File: config.mk
export PLATFORM = sky130hd
export DESIGN_NAME = tlv_option_search
export DESIGN_NICKNAME = d
export VERILOG_FILES = /design/src/hdl/tlvs_pkg.sv /design/src/hdl/tlvs_parse.sv /design/src/hdl/tlvs_out_buf.sv /design/src/hdl/tlv_option_search.sv
export SDC_FILE = /design/constraint.sdc
export NUM_CORES = 1
export LEC_CHECK = 0
export ABC_AREA = 1
export ABC_CLOCK_PERIOD_IN_PS = 3300
export BUFFER_PORTS_ARGS = -buffer_cell sky130_fd_sc_hd__buf_4
export CORE_ASPECT_RATIO = 2
export CORE_MARGIN = 1
export CORE_UTILIZATION = 40
export DETAILED_ROUTE_END_ITERATION = 7
export GPL_TIMING_DRIVEN = 0
export PLACE_DENSITY = 0.54
export SLEW_MARGIN = 20
export SYNTH_ARGS = -nofsm -noshare
export SYNTH_HDL_FRONTEND = slang
export SYNTH_SLANG_ARGS = --single-unit
export TNS_END_PERCENT = 20
File: constraint.sdc
create_clock -name i_clk -period 3.3 [get_ports i_clk]
set_input_delay 0.66 -clock i_clk [delete_from_list [all_inputs] [get_ports i_clk]]
set_output_delay 0.66 -clock i_clk [all_outputs]
set_load 0.02 [all_outputs]
File: src/hdl/tlvs_pkg.sv
// ----------------------------------------------------------------------------
// tlvs_pkg
// Shared types and constants for the TLV option search block.
// ----------------------------------------------------------------------------
package tlvs_pkg;

    localparam int BUF_BYTES = 4096;
    // offset counter must be able to hold BUF_BYTES itself (saturation value)
    localparam int OFFS_W    = $clog2(BUF_BYTES + 1);
    localparam int POS_W     = 12;

    localparam logic [1:0] ST_FOUND     = 2'd0;
    localparam logic [1:0] ST_END       = 2'd1;
    localparam logic [1:0] ST_EXHAUSTED = 2'd2;

    localparam logic [1:0] PH_TYPE = 2'd0;
    localparam logic [1:0] PH_LEN  = 2'd1;
    localparam logic [1:0] PH_DATA = 2'd2;

    localparam logic REG_TARGET = 1'b0;
    localparam logic REG_END    = 1'b1;

    typedef struct packed {
        logic [7:0] data_byte;
        logic       last_byte;
    } t_in_item;

    typedef struct packed {
        logic [1:0]       status;
        logic [POS_W-1:0] position;
    } t_out_item;

    typedef struct packed {
        logic [7:0] target_type;
        logic [7:0] end_marker_type;
    } t_cfg;

endpackage

File: src/hdl/tlvs_parse.sv
// ----------------------------------------------------------------------------
// tlvs_parse
// Option walker: parse state registers and the per-byte decision logic.
// ----------------------------------------------------------------------------
module tlvs_parse
    import tlvs_pkg::*;
(
    input  logic      i_clk,
    input  logic      i_rst_n,
    input  logic      i_accept,
    input  t_in_item  i_item,
    input  t_cfg      i_cfg,
    output logic      o_res_valid,
    output t_out_item o_res
);

    logic [1:0]        r_phase,    n_phase;
    logic [OFFS_W-1:0] r_offset,   n_offset;
    logic [7:0]        r_skip,     n_skip;
    logic              r_answered, n_answered;

    logic              saturated;
    logic [7:0]        skip_dec;

    assign saturated = (r_offset >= OFFS_W'(BUF_BYTES));
    assign skip_dec  = (r_skip != 8'd0) ? r_skip - 8'd1 : r_skip;

    always_comb begin
        n_phase     = r_phase;
        n_offset    = r_offset;
        n_skip      = r_skip;
        n_answered  = r_answered;
        o_res_valid = 1'b0;
        o_res       = '{status: ST_EXHAUSTED, position: '0};

        if (!r_answered) begin
            if (saturated) begin
                o_res_valid = 1'b1;
                n_answered  = 1'b1;
            end else begin
                case (r_phase)
                    PH_TYPE: begin
                        // target compare wins over the end marker
                        if (i_item.data_byte == i_cfg.target_type) begin
                            o_res_valid = 1'b1;
                            o_res       = '{status: ST_FOUND,
                                            position: POS_W'(r_offset)};
                            n_answered  = 1'b1;
                        end else if (i_item.data_byte == i_cfg.end_marker_type) begin
                            o_res_valid = 1'b1;
                            o_res       = '{status: ST_END, position: '0};
                            n_answered  = 1'b1;
                        end else begin
                            n_phase = PH_LEN;
                        end
                    end
                    PH_LEN: begin
                        n_skip  = i_item.data_byte;
                        n_phase = (i_item.data_byte == 8'd0) ? PH_TYPE : PH_DATA;
                    end
                    default: begin
                        n_skip = skip_dec;
                        if (skip_dec == 8'd0) begin
                            n_phase = PH_TYPE;
                        end
                    end
                endcase
                n_offset = r_offset + OFFS_W'(1);
            end

            // truncated option or no hit at all
            if (!n_answered && i_item.last_byte) begin
                o_res_valid = 1'b1;
                o_res       = '{status: ST_EXHAUSTED, position: '0};
            end
        end

        if (i_item.last_byte) begin
            n_phase    = PH_TYPE;
            n_offset   = '0;
            n_skip     = '0;
            n_answered = 1'b0;
        end

        if (!i_accept) begin
            o_res_valid = 1'b0;
        end
    end

    always_ff @(posedge i_clk) begin
        if (!i_rst_n) begin
            r_phase    <= PH_TYPE;
            r_offset   <= '0;
            r_skip     <= '0;
            r_answered <= 1'b0;
        end else if (i_accept) begin
            r_phase    <= n_phase;
            r_offset   <= n_offset;
            r_skip     <= n_skip;
            r_answered <= n_answered;
        end
    end

endmodule

File: src/hdl/tlvs_out_buf.sv
// ----------------------------------------------------------------------------
// tlvs_out_buf
// Two-entry result buffer; decouples the parser from receiver stalls.
// ----------------------------------------------------------------------------
module tlvs_out_buf
    import tlvs_pkg::*;
(
    input  logic      i_clk,
    input  logic      i_rst_n,
    input  logic      i_push,
    input  t_out_item i_push_data,
    input  logic      i_pop_stall,
    output logic      o_valid,
    output t_out_item o_data,
    output logic      o_full
);

    t_out_item  r_mem [2];
    logic       r_wp, r_rp;
    logic [1:0] r_cnt;
    logic       pop;

    assign o_valid = (r_cnt != 2'd0);
    assign o_full  = (r_cnt == 2'd2);
    assign o_data  = r_mem[r_rp];
    assign pop     = o_valid && !i_pop_stall;

    always_ff @(posedge i_clk) begin
        if (i_push) begin
            r_mem[r_wp] <= i_push_data;
        end
    end

    always_ff @(posedge i_clk) begin
        if (!i_rst_n) begin
            r_wp  <= 1'b0;
            r_rp  <= 1'b0;
            r_cnt <= 2'd0;
        end else begin
            if (i_push) begin
                r_wp <= ~r_wp;
            end
            if (pop) begin
                r_rp <= ~r_rp;
            end
            case ({i_push, pop})
                2'b10:   r_cnt <= r_cnt + 2'd1;
                2'b01:   r_cnt <= r_cnt - 2'd1;
                default: r_cnt <= r_cnt;
            endcase
        end
    end

endmodule

File: src/hdl/tlv_option_search.sv
// ----------------------------------------------------------------------------
// tlv_option_search
// Searches a streamed TLV options buffer for a target option type.
// ----------------------------------------------------------------------------
// Usage:
//   Input channel (i_in_valid / o_in_stall / i_in_data) carries one buffer
//   byte per transfer, last_byte set on the final byte of a buffer.
//   Output channel (o_out_valid / i_out_stall / o_out_data) carries at most
//   one result per buffer: status (found / end marker / exhausted) and the
//   offset of the matching type byte.
//   Config channel (i_cfg_valid / o_cfg_ready / i_cfg_index / i_cfg_data)
//   sets target_type (index 0) and end_marker_type (index 1); always ready.
//   Throughput: one byte per cycle while o_in_stall is low. The parser
//   decides each byte in the cycle it is transferred; results are registered.
//   Results sit in a two-entry buffer, so input keeps flowing while one
//   result waits; o_in_stall rises only when both entries are held.
//   Reset (synchronous, active low) clears the parse state, the buffer and
//   both config registers to zero.
// ----------------------------------------------------------------------------
module tlv_option_search
    import tlvs_pkg::*;
(
    input  logic      i_clk,
    input  logic      i_rst_n,
    input  logic      i_in_valid,
    output logic      o_in_stall,
    input  t_in_item  i_in_data,
    output logic      o_out_valid,
    input  logic      i_out_stall,
    output t_out_item o_out_data,
    input  logic      i_cfg_valid,
    output logic      o_cfg_ready,
    input  logic      i_cfg_index,
    input  logic [7:0] i_cfg_data
);

    t_cfg      r_cfg;
    logic      in_acc;
    logic      res_valid;
    t_out_item res;

    assign o_cfg_ready = 1'b1;
    assign in_acc      = i_in_valid && !o_in_stall;

    always_ff @(posedge i_clk) begin
        if (!i_rst_n) begin
            r_cfg <= '0;
        end else if (i_cfg_valid) begin
            case (i_cfg_index)
                REG_TARGET: r_cfg.target_type     <= i_cfg_data;
                REG_END:    r_cfg.end_marker_type <= i_cfg_data;
                default:    r_cfg                 <= r_cfg;
            endcase
        end
    end

    tlvs_parse u_parse (
        .i_clk       (i_clk),
        .i_rst_n     (i_rst_n),
        .i_accept    (in_acc),
        .i_item      (i_in_data),
        .i_cfg       (r_cfg),
        .o_res_valid (res_valid),
        .o_res       (res)
    );

    tlvs_out_buf u_out (
        .i_clk       (i_clk),
        .i_rst_n     (i_rst_n),
        .i_push      (res_valid),
        .i_push_data (res),
        .i_pop_stall (i_out_stall),
        .o_valid     (o_out_valid),
        .o_data      (o_out_data),
        .o_full      (o_in_stall)
    );

    a_res_needs_input: assert property (@(posedge i_clk) disable iff (!i_rst_n)
        res_valid |-> in_acc)
        else $error("result produced without an input transfer");

    a_pos_zero: assert property (@(posedge i_clk) disable iff (!i_rst_n)
        (o_out_valid && o_out_data.status != ST_FOUND) |-> o_out_data.position == '0)
        else $error("nonzero position on a non-found result");

    a_reset_empty: assert property (@(posedge i_clk)
        !i_rst_n |=> (!o_out_valid && !o_in_stall))
        else $error("result buffer not empty after reset");

endmodule
# After elaboration in Yosys (flattened, before gate mapping)
# Memories as Yosys holds them, arrays and structs flattened. A register that Yosys moved wholly into a read port is not among the register bits.
# Cells that the tools add are included.
[classes]
addsub = 4
magnitude_cmp = 1
eq_ne = 11
mux = 37
bitwise = 3
n_reduce_logical = 18
[ops]
columns = ["op", "count"]
rows = [
  ["$mux W14", 6],
  ["$mux W13", 3],
  ["$mux W8", 4],
  ["$eq A8 B8 Y1", 2],
  ["$logic_not A8 Y1", 2],
  ["$pmux W8 S2", 1],
  ["$mux W1", 14],
  ["$mux W2", 7],
  ["$add A13 B1 Y13 const B", 1],
  ["$ge A13 B13 Y1 const B", 1],
  ["$pmux W2 S2", 2],
  ["$reduce_bool A8 Y1", 1],
  ["$sub A8 B1 Y8 const B", 1],
  ["$ne A2 B2 Y1 const B", 3],
  ["$ne A3 B3 Y1 const B", 2],
  ["$reduce_and A6 Y1", 1],
  ["$eq A2 B1 Y1 const B", 2],
  ["$eq A2 B2 Y1 const B", 2],
  ["$reduce_and A2 Y1", 2],
  ["$reduce_and A4 Y1", 1],
  ["$reduce_bool A2 Y1", 2],
  ["$reduce_bool A4 Y1", 1],
  ["$logic_and A1 B1 Y1", 3],
  ["$logic_not A1 Y1", 3],
  ["other kinds (5)", 7],
]
[totals]
regBits = 44
ramBits = 28
in_bits = 23
output_inout_bits = 17
wordCells = 84
n_memories = 1
[memory_table]
columns = ["memory", "words", "word_bits", "rd", "rd_ports_with_merged_regs", "write_ports", "line_no", "source"]
rows = [
  ["u_out.r_mem", 2, 14, 1, 1, 1, "tlvs_out_buf.sv:18", "t_out_item r_mem [2];"],
]

# Longest topological paths before layout
[logic_depth]
depth_word = 13
depth_mapped = 15
mapped_depth_nobuf = 15

# Cells and area by module
# Synthesis repeated with hierarchy kept, for this count alone.
[unflattened]
hier_cells = 453
area_unflattened_um2 = 3694.8
[by_module_without_submodules]
columns = ["mod", "n_inst", "cells_per_inst", "area_each_um2", "seq_area_each_um2"]
rows = [
  ["tlvs_parse", 1, 282, 1786.7, 480.5],
  ["tlvs_out_buf", 1, 79, 1248.7, 940.9],
  ["tlv_option_search", 1, 92, 659.4, 320.3],
]

# Worst setup path after synthesis
# Ideal clock, no wire load.
[synth_timing]
kind = "input -> register"
startpoint = "input i_in_data[5] (netlist name)"
endpoint = "memory u_out.r_mem[0][0] (netlist name) (enable)"
arrival_time_ns = 2.010
slack_ns = 0.905
cell_stages = 11
cell_sequence = "inv_1 > nand2_1 > nand2_1 > nand2_1 > nor2_1 > nand2_1 > nand2_1 > nand2_1 > nand3_1 > nand3_1 > nor2_1"
[synth_via]
elab_chain_len = 13
[synth_rtl]
columns = ["element", "line_no", "source"]
rows = [
  ["start: declaration", "tlv_option_search.sv:27", "input t_in_item i_in_data,"],
  ["$eq A8 B8 Y1", "tlvs_parse.sv:49", "end else if (i_item.data_byte == i_cfg.end_marker_type) begin"],
  ["$mux W1", "tlvs_parse.sv:49", ""],
  ["$mux W1 *", "tlvs_parse.sv:44", "if (i_item.data_byte == i_cfg.target_type) begin"],
  ["$mux W1 *", "tlvs_parse.sv:41", "case (r_phase)"],
  ["$mux W1 *", "tlvs_parse.sv:37", "if (saturated) begin"],
  ["$mux W1", "tlvs_parse.sv:36", "if (!r_answered) begin"],
  ["$logic_not A1 Y1", "tlvs_parse.sv:72", "if (!n_answered && i_item.last_byte) begin"],
  ["$logic_and A1 B1 Y1", "tlvs_parse.sv:72", ""],
  ["$mux W1 *", "tlvs_parse.sv:72", ""],
  ["$mux W1 *", "tlvs_parse.sv:36", ""],
  ["$mux W1 *", "tlvs_parse.sv:85", "if (!i_accept) begin"],
  ["$mux W1 *", "tlvs_out_buf.sv:29", "if (i_push) begin"],
  ["$mux W1 (not written as such) *", "tlvs_out_buf.sv:30", "r_mem[r_wp] <= i_push_data;"],
  ["end: declaration", "tlvs_out_buf.sv:18", ""],
]
# Mark *: on every way between the ends. The rest lies on a longest branch, timed or not. The select of a mux whose other input is x is not followed.

==> results.sh <==
export IMPL_die_area_sq_mm=0.00927
export IMPL_cts_tree="built"
export IMPL_port_buffers=38
export IMPL_cts_buffer_depth=2
export IMPL_finClkSkew_ns=0.00307
export IMPL_min_period_ns=2.48
export IMPL_yosys_area_top_type_share_pct=25.4
export IMPL_drtIter0Drc=111
export IMPL_first_pass_iters=4
export IMPL_antenna_found_initial=0
export IMPL_num_vias=2822
export IMPL_drv_cap=0
export IMPL_p_leak_uw=0.00173
export IMPL_synth_cells=428
export IMPL_syn_to_final_growth_pct=19.5
export IMPL_postRouteAntennaNets=0
export IMPL_synth_enable_flop_cells=28
export IMPL_cts_resized=0
export IMPL_grt_pass1_vias=2764
export IMPL_drt_wl_total_microns=7750
export IMPL_crit_fanout=10
export IMPL_clk_latency_ns=0.33
export IMPL_synth_mux_area_fraction_pct=4.44
export IMPL_synth_top_family_by_area="simple AND/OR/NAND/NOR gates"
export IMPL_htree_levels=3
export IMPL_gp_congestion=0.864
export IMPL_yosys_cell_types_count=36
export IMPL_synth_simple_gate_area_share_pct=24.0
export IMPL_setup_viol=0
export IMPL_grt_total_usage_pct=18.7
export IMPL_synth_area_leaders="dfxtp_1, edfxtp_1, nand2_1"
export IMPL_power_density_mw_per_mm2=590
export IMPL_cts_buffers=9
export IMPL_hold_viol_final=0
export IMPL_hold_class="flop to flop"
export IMPL_grt_pass1_wl_microns=12400
export IMPL_synth_most_common_cell="nand2_1"
export IMPL_tns_ns=0
export IMPL_rsz0062_at_grt="no"
export IMPL_cts_clk_slew_worst_paths_ns=0.05
export IMPL_synthArstFlopShare_pct=0
export IMPL_cts_setup_buffers=0
export IMPL_clock_sinks=73
export IMPL_wl_per_cell_microns=13.3
export IMPL_place_hpwl_microns=6060
export IMPL_yosys_warnings=0
export IMPL_via_per_inst=4.86
export IMPL_synth_seq_cells=73
export IMPL_worst_hold_slack_ns=0.449
export IMPL_drive_gt1_share_pct=18.1
export IMPL_worstMarginPinSlew_ns=0.774
export IMPL_post_route_period_util_pct=75.3
export IMPL_fp_dieW_microns=68.6
export IMPL_synth_xor_area_share_pct=3.21
export IMPL_root_buffer="clkbuf_16"
export IMPL_drc=0
export IMPL_ctsHoldBuffers=0
export IMPL_synth_nets=456
export IMPL_synth_top_area_cell="dfxtp_1"
export IMPL_synth_commonest_cells="nand2_1, nor2_1, inv_1"
export IMPL_cp_end_kind="primary output"
export IMPL_critPathArrivalTime_ns=1.82
export IMPL_cp_required_ns=2.64
export IMPL_synth_compound_area_share_pct=10.9
export IMPL_synthAdderAreaFrac_pct=1.76
export IMPL_initial_core_util_pct=41.3
export IMPL_netlist_area_sq_mm=0.00355
export IMPL_synth_flop_cell="dfxtp_1"
export IMPL_rows=48
export IMPL_die_height_microns=135
export IMPL_grt_max_degree=15
export IMPL_worstSetupPathType="flop to primary output"
export IMPL_pin_count=40
export IMPL_ir_worst_vdd_mv=0.261
export IMPL_slew_viol_final=0
export IMPL_core_area_sq_mm=0.00859
export IMPL_status="finished, final reports clean"
export IMPL_fmax_ghz=0.403
export IMPL_synth_area_per_cell_sq_um=8.29
export IMPL_num_antenna_cells=0
export IMPL_crit_path_start_kind="flop"
export IMPL_ys_seq_area_share_pct=49.1
export IMPL_gr_total_overflow=0
export IMPL_nets=505
export IMPL_slew_headroom_pct=48.3
## critical path: stages, from the launching register on
cell,delay (ns)
dfxtp_1,0.45
clkbuf_1,0.49
mux2_2,0.40
buf_4,0.16
## report_power, final
group / switching [uW] / internal (uW) / leakage [uW]
clock: 345 / 580 / 0.000133
sequential: 33.5 / 986 / 0.000638
combinational: 346 / 213 / 0.000963
## layer usage
metal | GRT usage (%) | vias to the layer above | wire (microns)
li1 | - | 1488 | -
met1 | 16.8 | 1277 | 2800
met2 | 36.1 | 43 | 4470
met3 | 3.28 | 14 | 227
met4 | 10.4 | 0 | 251
met5 | 0 | - | 0
## cell usage in the layout, fill, tap and decap left out, types with 3 or more instances in the layout
cell type  count
nand3_1       19
ha_1           5
nand2_2        3
a21oi_1       29
nand2_1       83
buf_4         39
clkbuf_16      9
edfxtp_1      28
mux2_2        14
nor2_2         4
o211ai_1       8
o21ai_0       24
clkbuf_1       9
inv_1         47
nor3_1         6
xnor2_1       12
nor2_1        66
dfxtp_1       45
nor2_4         3
inv_2          3
## area by class of cell
class | count | area (sq um)
fillers | 876 | 4350
flip-flops and latches | 73 | 1740
multi-input cells | 295 | 1580
repair buffers | 38 | 285
clock buffers | 12 | 236
inverters | 52 | 195
well taps | 100 | 125
clock inverters | 3 | 42.5
plain buffers | 8 | 35.0
## registers in the layout, indices dropped and copies added, names as in the netlist, named ones only
signal and flops:
u_out.r_mem 28, u_out.r_wp 1, u_out.r_cnt 2, u_parse.r_offset 13, u_parse.r_skip 8, u_out.r_rp 1, u_parse.r_answered 1, r_cfg 16
u_parse.r_phase 2
## worst paths after layout
path | from | to | slack (ns) | depth (start not counted)
max | flop | o_out_data[12] | 0.82 | 3
max reg2reg | r_cfg[13] | u_out.r_mem[0][3] | 1.04 | 9
min | u_out.r_rp | u_out.r_rp | 0.45 | 1
min reg2reg | u_out.r_rp | u_out.r_rp | 0.45 | 1
## cell families (layout without fill, tap and decap cells)
| family | count (synthesis) | count (layout) |
|---|---|---|
| DFF | 73 | 73 |
| adders and majority gates | 5 | 5 |
| muxes | 14 | 14 |
| AOI/OAI and AO/OA | 69 | 69 |
| and+or+nand+nor | 193 | 193 |
| other | 1 | 1 |
| buffers and inverters | 60 | 113 |
| xor gates and xnor gates | 13 | 13 |
## metrics by stage
stage / total power [uW] / cell area (sq um) / setup slack [ns] / util [%] / cells
after global routing: 2650 / 4240 / 0.660 / 49.4 / 581
after floorplan: 1430 / 3550 / 0.905 / - / 428
final: 2500 / 4240 / 0.816 / 49.4 / 581
after global placement: 1600 / 3960 / 0.120 / 46.1 / 566
after detailed placement: 1600 / 3960 / 0.498 / 46.1 / 566
after CTS: 2530 / 4240 / 0.738 / 49.4 / 581
No activity file was read; power rests on OpenSTA's default activity.
